**src/sv/blist_pkg.sv**
```systemverilog
package blist_pkg;

  localparam int CAPACITY = 16;
  localparam int VALUE_W  = 32;
  localparam int TOTAL_W  = 5;
  localparam int IDX_W    = (CAPACITY > 1) ? $clog2(CAPACITY) : 1;
  localparam int CNT_W    = $clog2(CAPACITY + 1);

  localparam logic [CNT_W-1:0] CAP_CNT = CNT_W'(CAPACITY);

  localparam logic [1:0] MODE_INSERT = 2'd0;
  localparam logic [1:0] MODE_SEARCH = 2'd1;
  localparam logic [1:0] MODE_REMOVE = 2'd2;

  // One write port and one read port into the entry memory
  typedef struct packed {
    logic               we;
    logic [IDX_W-1:0]   waddr;
    logic [VALUE_W-1:0] wdata;
    logic [IDX_W-1:0]   raddr;
  } store_req_t;

endpackage

```
**src/sv/blist_store.sv**
```systemverilog
module blist_store (
  input  logic                          clk,
  input  blist_pkg::store_req_t         req,
  output logic [blist_pkg::VALUE_W-1:0] rdata
);

  logic [blist_pkg::VALUE_W-1:0] mem [blist_pkg::CAPACITY];

  always_ff @(posedge clk) begin
    if (req.we) begin
      mem[req.waddr] <= req.wdata;
    end
    rdata <= mem[req.raddr];
  end

endmodule

```
**src/sv/blist_seq.sv**
```systemverilog
module blist_seq (
  input  logic                          clk,
  input  logic                          rst,
  input  logic                          in_valid,
  output logic                          in_ready,
  input  logic [1:0]                    mode,
  input  logic signed [31:0]            value,
  output logic                          out_valid,
  input  logic                          out_ready,
  output logic                          success,
  output logic                          is_empty,
  output logic [blist_pkg::TOTAL_W-1:0] entry_total,
  output blist_pkg::store_req_t         req,
  input  logic [blist_pkg::VALUE_W-1:0] rdata
);

  typedef enum logic [2:0] {
    ST_IDLE,
    ST_INS,
    ST_RD,
    ST_CMP,
    ST_SH_RD,
    ST_SH_WR,
    ST_FIN
  } state_t;

  state_t                        state;
  logic [1:0]                    cur_mode;
  logic [blist_pkg::VALUE_W-1:0] cur_value;
  logic [blist_pkg::CNT_W-1:0]   count;
  logic [blist_pkg::CNT_W-1:0]   idx;
  logic [blist_pkg::CNT_W-1:0]   idx_inc;
  logic                          ok;
  logic                          hit;

  assign in_ready = (state == ST_IDLE);
  assign idx_inc  = idx + 1'b1;
  // Shared comparator: every scan step goes through this one compare
  assign hit      = (rdata == cur_value);

  always_comb begin
    req = '0;
    unique case (state)
      ST_INS: begin
        req.we    = (count < blist_pkg::CAP_CNT);
        req.waddr = count[blist_pkg::IDX_W-1:0];
        req.wdata = cur_value;
      end
      ST_RD:    req.raddr = idx[blist_pkg::IDX_W-1:0];
      ST_SH_RD: req.raddr = idx_inc[blist_pkg::IDX_W-1:0];
      ST_SH_WR: begin
        req.we    = 1'b1;
        req.waddr = idx[blist_pkg::IDX_W-1:0];
        req.wdata = rdata;
      end
      default: ;
    endcase
  end

  always_ff @(posedge clk) begin
    if (rst) begin
      state     <= ST_IDLE;
      count     <= '0;
      idx       <= '0;
      ok        <= 1'b0;
      out_valid <= 1'b0;
    end else begin
      // ST_FIN drives out_valid itself
      if (out_valid && out_ready && state != ST_FIN) begin
        out_valid <= 1'b0;
      end
      unique case (state)
        ST_IDLE: begin
          if (in_valid) begin
            cur_mode  <= mode;
            cur_value <= value;
            idx       <= '0;
            unique case (mode)
              blist_pkg::MODE_INSERT: state <= ST_INS;
              blist_pkg::MODE_SEARCH,
              blist_pkg::MODE_REMOVE: state <= ST_RD;
              default: begin
                ok    <= 1'b0;
                state <= ST_FIN;
              end
            endcase
          end
        end
        ST_INS: begin
          if (count < blist_pkg::CAP_CNT) begin
            count <= count + 1'b1;
            ok    <= 1'b1;
          end else begin
            ok <= 1'b0;
          end
          state <= ST_FIN;
        end
        ST_RD: begin
          if (idx < count) begin
            state <= ST_CMP;
          end else begin
            ok    <= 1'b0;
            state <= ST_FIN;
          end
        end
        ST_CMP: begin
          if (hit) begin
            if (cur_mode == blist_pkg::MODE_SEARCH) begin
              ok    <= 1'b1;
              state <= ST_FIN;
            end else begin
              state <= ST_SH_RD;
            end
          end else begin
            idx   <= idx_inc;
            state <= ST_RD;
          end
        end
        ST_SH_RD: begin
          // Pull the next entry down, or drop the tail once the gap reaches it
          if (idx_inc < count) begin
            state <= ST_SH_WR;
          end else begin
            count <= count - 1'b1;
            ok    <= 1'b1;
            state <= ST_FIN;
          end
        end
        ST_SH_WR: begin
          idx   <= idx_inc;
          state <= ST_SH_RD;
        end
        ST_FIN: begin
          // Hold the result until the output register is free
          if (!out_valid || out_ready) begin
            out_valid   <= 1'b1;
            success     <= ok;
            is_empty    <= (count == '0);
            entry_total <= blist_pkg::TOTAL_W'(count);
            state       <= ST_IDLE;
          end
        end
        default: state <= ST_IDLE;
      endcase
    end
  end

  a_count_bound: assert property (@(posedge clk) disable iff (rst)
    count <= blist_pkg::CAP_CNT)
    else $error("entry count exceeds capacity");

  a_insert_grows: assert property (@(posedge clk) disable iff (rst)
    (state == ST_INS && count < blist_pkg::CAP_CNT) |=> count == $past(count) + 1'b1)
    else $error("insert did not grow the list");

  a_write_state: assert property (@(posedge clk) disable iff (rst)
    req.we |-> (state == ST_INS || state == ST_SH_WR))
    else $error("memory write outside insert or shift");

  a_shift_range: assert property (@(posedge clk) disable iff (rst)
    state == ST_SH_WR |-> idx_inc < count)
    else $error("shift beyond the tail");

endmodule

```
**src/sv/bounded_value_list_top.sv**
```systemverilog
// Ordered list of up to CAPACITY signed 32-bit values in a single-port-read entry
// memory. Each request (insert at tail, search, remove first match) gives one result
// with success, an empty flag and the entry count. Requests are taken one at a time:
// insert writes at the tail; search and remove walk the list entry by entry through
// one registered memory read and one shared comparator, and remove then moves each
// later entry down one place. A finished result waits in the output register while
// the next request is transferred in.
module bounded_value_list_top (
  input  logic                          clk,
  input  logic                          rst,
  input  logic                          in_valid,
  output logic                          in_ready,
  input  logic [1:0]                    mode,
  input  logic signed [31:0]            value,
  output logic                          out_valid,
  input  logic                          out_ready,
  output logic                          success,
  output logic                          is_empty,
  output logic [blist_pkg::TOTAL_W-1:0] entry_total
);

  blist_pkg::store_req_t         req;
  logic [blist_pkg::VALUE_W-1:0] rdata;

  blist_store u_store (
    .clk   (clk),
    .req   (req),
    .rdata (rdata)
  );

  blist_seq u_seq (
    .clk         (clk),
    .rst         (rst),
    .in_valid    (in_valid),
    .in_ready    (in_ready),
    .mode        (mode),
    .value       (value),
    .out_valid   (out_valid),
    .out_ready   (out_ready),
    .success     (success),
    .is_empty    (is_empty),
    .entry_total (entry_total),
    .req         (req),
    .rdata       (rdata)
  );

endmodule
```
**config.mk**
```make
export PLATFORM = sky130hd
export DESIGN_NAME = bounded_value_list_top
export DESIGN_NICKNAME = d
export VERILOG_FILES = /design/src/sv/blist_pkg.sv /design/src/sv/blist_store.sv /design/src/sv/blist_seq.sv /design/src/sv/bounded_value_list_top.sv
export SDC_FILE = /design/constraint.sdc
export NUM_CORES = 1
export LEC_CHECK = 0
export BUFFER_PORTS_ARGS = -buffer_cell sky130_fd_sc_hd__buf_2
export CAP_MARGIN = 10
export CORE_MARGIN = 2
export CORE_UTILIZATION = 50
export CTS_CLUSTER_SIZE = 12
export DETAILED_ROUTE_END_ITERATION = 8
export HOLD_SLACK_MARGIN = 0.15
export PLACE_DENSITY = 0.66
export REMOVE_ABC_BUFFERS = 1
export SLEW_MARGIN = 25
export SYNTH_ARGS = -nofsm -noshare
export SYNTH_HDL_FRONTEND = slang
export SYNTH_HIERARCHICAL = 1
export SYNTH_SLANG_ARGS = --single-unit
```
**constraint.sdc**
```tcl
create_clock -name clk -period 10.7 [get_ports clk]
set_clock_uncertainty 0.15 [all_clocks]
set_input_delay 2.14 -clock clk [delete_from_list [all_inputs] [get_ports clk]]
set_output_delay 2.14 -clock clk [all_outputs]
set_load 0.01 [all_outputs]
```
==> out/summary.txt <==
Status: complete, no violations
Seq/Total Area, Yosys: 76.1%
I/O pin count: 47
P_leak: 0.00836 uW
Max_slew headroom: 27.8%
Placed Instances: 1,742
Setup Crit Path Kind: register to register
Cell-internal power: 4230 uW
Crit. End Element: register
Fin util: 57.3%
1st-iter DRT viols: 1,098
Combinational power share: 15.9%
FF/Latch Area: 17,500 um^2
Avg Cell Area, Syn: 20.5 um^2
Final period utilization: 40.8%
Via density per instance: 6.11
Core area: 45,500 um^2
RSZ-0062 raised after global routing: no
FF+latch count, synth: 600
Worst EP required: 11.05 ns
Synth Instances: 1,123
YS warnings: 6
Drc violations: 0
Clock slew at reported path FFs: 0.06 ns
Rows: 78
Hold Vio Cnt, Final: 0
Non-Filler Instances: 1,848
Number of global-route vias before repair: 11,400
Initial Util: 50.7%
Via Count: 11,300
Switch share: 24.9%
Reg2Reg Depth: 9
Post-synth cell types: 54
Gr usage total: 21.4%
Worst Max-Slew Pin Slew: 1.08 ns
Final setup fails: 0
Gr ovfl total: 0
Hold path cells: 0
Die Area: 47,900 um^2
Layout cells sized above 1: 25.4%
RD Place Congestion: 0.797
Final net count: 1,254
Worst-path maximum fanout: 43
Hold path startpoint: u_seq/ok$_SDFFE_PP0P_
CP Data Arrival Time: 4.72 ns
Post-synth EDFFs: 553
WL per Instance: 27.1 um
DRT Wirelength: 50.0 mm
Worst Hold Endpoint: u_seq/success$_DFFE_PP_
Antenna violations before repair: 0
Psw: 1400 uW
# port buffers: 46
Drt first pass iters: 5
Resized Gates After CTS: 0
Layout fillers: 3,406
Pwr dens: 216 nW/um^2
Largest net degree at the start of global routing: 129
Clock Tree Buf Depth: 3
Post-DP HPWL: 27.1 mm
Peak Freq: 0.229 GHz
Worst vdd ir: 0.176 mV
Async SR Flop Fraction: 0%
Flop-to-flop setup slack: 6.33 ns
Post-route ant nets: 0
Final slew viol count: 0
DIE HEIGHT: 219 um
Clock root buffer: clkbuf_16
Critical path launch point type: register
Clock power frac: 34.3%
WHS: 0.278 ns
CTS buffer count: 59
Post-layout minimum cycle time: 4.37 ns
Hold Path Class: register to register
First-pass GRT wire length: 73.6 mm
Max cap viols: 0
Top FF cell, synth: edfxtp_1
Area of the multi-input gates: 5400 um^2
H-tree levels: 2
Origin of the critical flop-to-flop path: u_seq/state[2]$_SDFFE_PP0P_
Worst reg2reg path endpoint: u_store/rdata[19]$_DFF_P_
Chip width: 219 um
Syn-to-layout area delta: 13.0%
Post-Syn Area: 23,100 um^2
Clk_lat worst skew: 0.63 ns
TritonCTS clock tree: yes
N_diodes: 0
Flop pwr share: 49.8%
Postcts setup bufs: 0
Post-CTS Hold Buffers: 0
Clk sink count: 600
-- final cells by class --
type                    instances  area share [%]
clock buffers                  96            6.43
clock inverters                10           0.451
inverters                       9           0.130
multi-input cells             458            20.7
flip-flops and latches        600            67.3
well taps                     600            2.88
repair buffers                 75            2.06
-- sequential cells by signal, summed over array words and instances (netlist names), 2 cells and up --
register           flops
u_store/mem          512
u_seq/idx              5
u_seq/entry_total      5
u_seq/cur_mode         2
u_store/rdata         32
u_seq/cur_value       32
u_seq/state            3
u_seq/count            5
-- power by group through the flow --
stage / Clock [uW] / Combinational (uW) / Sequential [uW]
2_1_floorplan: 0 / 792 / 2820
6_report: 1930 / 896 / 2800
3_5_place_dp: 0 / 909 / 2850
4_1_cts: 1970 / 912 / 2800
5_1_grt: 2060 / 976 / 2810
3_3_place_gp: 0 / 888 / 2840
-- worst max-delay path: stages, from the launching register on --
cell and delay, ns:
dfxtp_1 0.67, inv_1 0.26, nor2_1 0.35, mux2i_1 0.18, nor2_4 0.10, buf_4 0.68
buf_4 0.80, mux4_2 0.59, a22oi_1 0.30, nand2_1 0.09
-- Yosys cell counts, drive strengths merged (2+ instances only) --
cell type	number	area (um^2)
or3	4	25.0
o21ai	6	30.0
clkbuf	25	93.8
and2	3	18.8
mux2i	3	30.0
a21oi	15	78.8
xnor2	6	52.6
nand4	2	18.8
nand3	4	20.0
nor3	8	45.0
a22o	39	343
a22oi	67	503
o211ai	2	15.0
edfxtp	553	16600
nand3b	3	22.5
a31oi	2	12.5
nand2	43	161
mux2	3	37.5
inv	9	33.8
ha	12	150
a211oi	2	15.0
buf	31	165
dfxtp	47	941
o31ai	2	15.0
nor4	11	118
nand2b	5	31.3
nor2b	5	31.3
mux4	128	2880
a21o	4	30.0
xor2	33	289
nor2	34	133
-- cells by family (layout without fill, tap and decap cells) --
| family | after synthesis | after routing | share of synthesized area [%] |
|---|---|---|---|
| mux | 134 | 134 | 12.8 |
| flops | 600 | 600 | 76.1 |
| fa+ha+maj | 13 | 13 | 0.738 |
| buf+inv | 65 | 190 | 1.27 |
| xor+xnor | 39 | 39 | 1.48 |
| simple gates | 125 | 125 | 2.82 |
| compound gates | 147 | 147 | 4.84 |
-- layer usage --
layer / vias to the layer above / global-route usage, % / part of all wire (%)
li1: 4814 / - / -
met1: 6000 / 30.8 / 42
met2: 406 / 33.5 / 48
met3: 66 / 4.39 / 7.5
met4: 0 / 5.99 / 2.3
met5: - / 0 / 0
-- per-stage QoR --
step                total power, uW  setup TNS, ns  cell area (um^2)  setup WS, ns
CTS                            5680              0             26100          6.19
finish                         5620              0             26100          6.33
detailed placement             3750              0             24300          6.18
global route                   5850              0             26100          5.93
global placement               3730              0             24100          6.20
floorplan                      3610         -35.91             22800         -1.12
-- layout by cell type (no fill, tap or decap), types with 5 or more instances in the layout --
| cell type | n |
|---|---|
| dfxtp_1 | 47 |
| nor2_1 | 16 |
| nand2_1 | 43 |
| edfxtp_1 | 553 |
| buf_4 | 22 |
| nand2b_1 | 5 |
| nor2_4 | 17 |
| clkbuf_8 | 6 |
| mux4_2 | 128 |
| o21ai_0 | 6 |
| buf_2 | 46 |
| clkbuf_1 | 31 |
| nor4_1 | 6 |
| nor3_2 | 5 |
| xnor2_1 | 6 |
| a22oi_1 | 67 |
| inv_1 | 9 |
| a21oi_1 | 14 |
| a22o_1 | 38 |
| xor2_1 | 33 |
| ha_1 | 12 |
| clkbuf_16 | 59 |
-- worst max-delay path by stage --
stage               depth (start not counted)  slack (ns)                      endpoint                   startpoint
global route                                9        5.93     u_store/rdata[19]$_DFF_P_  u_seq/state[2]$_SDFFE_PP0P_
global placement                            5        6.20  u_store/mem[9][12]$_DFFE_PP_  u_seq/state[0]$_SDFFE_PP0P_
CTS                                         9        6.19      u_store/rdata[9]$_DFF_P_  u_seq/state[2]$_SDFFE_PP0P_
detailed placement                          9        6.18      u_store/rdata[8]$_DFF_P_  u_seq/state[2]$_SDFFE_PP0P_
floorplan                                   7       -1.12      u_store/rdata[0]$_DFF_P_  u_seq/state[2]$_SDFFE_PP0P_
finish                                      9        6.33     u_store/rdata[19]$_DFF_P_  u_seq/state[2]$_SDFFE_PP0P_
Note: power is estimated with default switching activity, not from simulation.
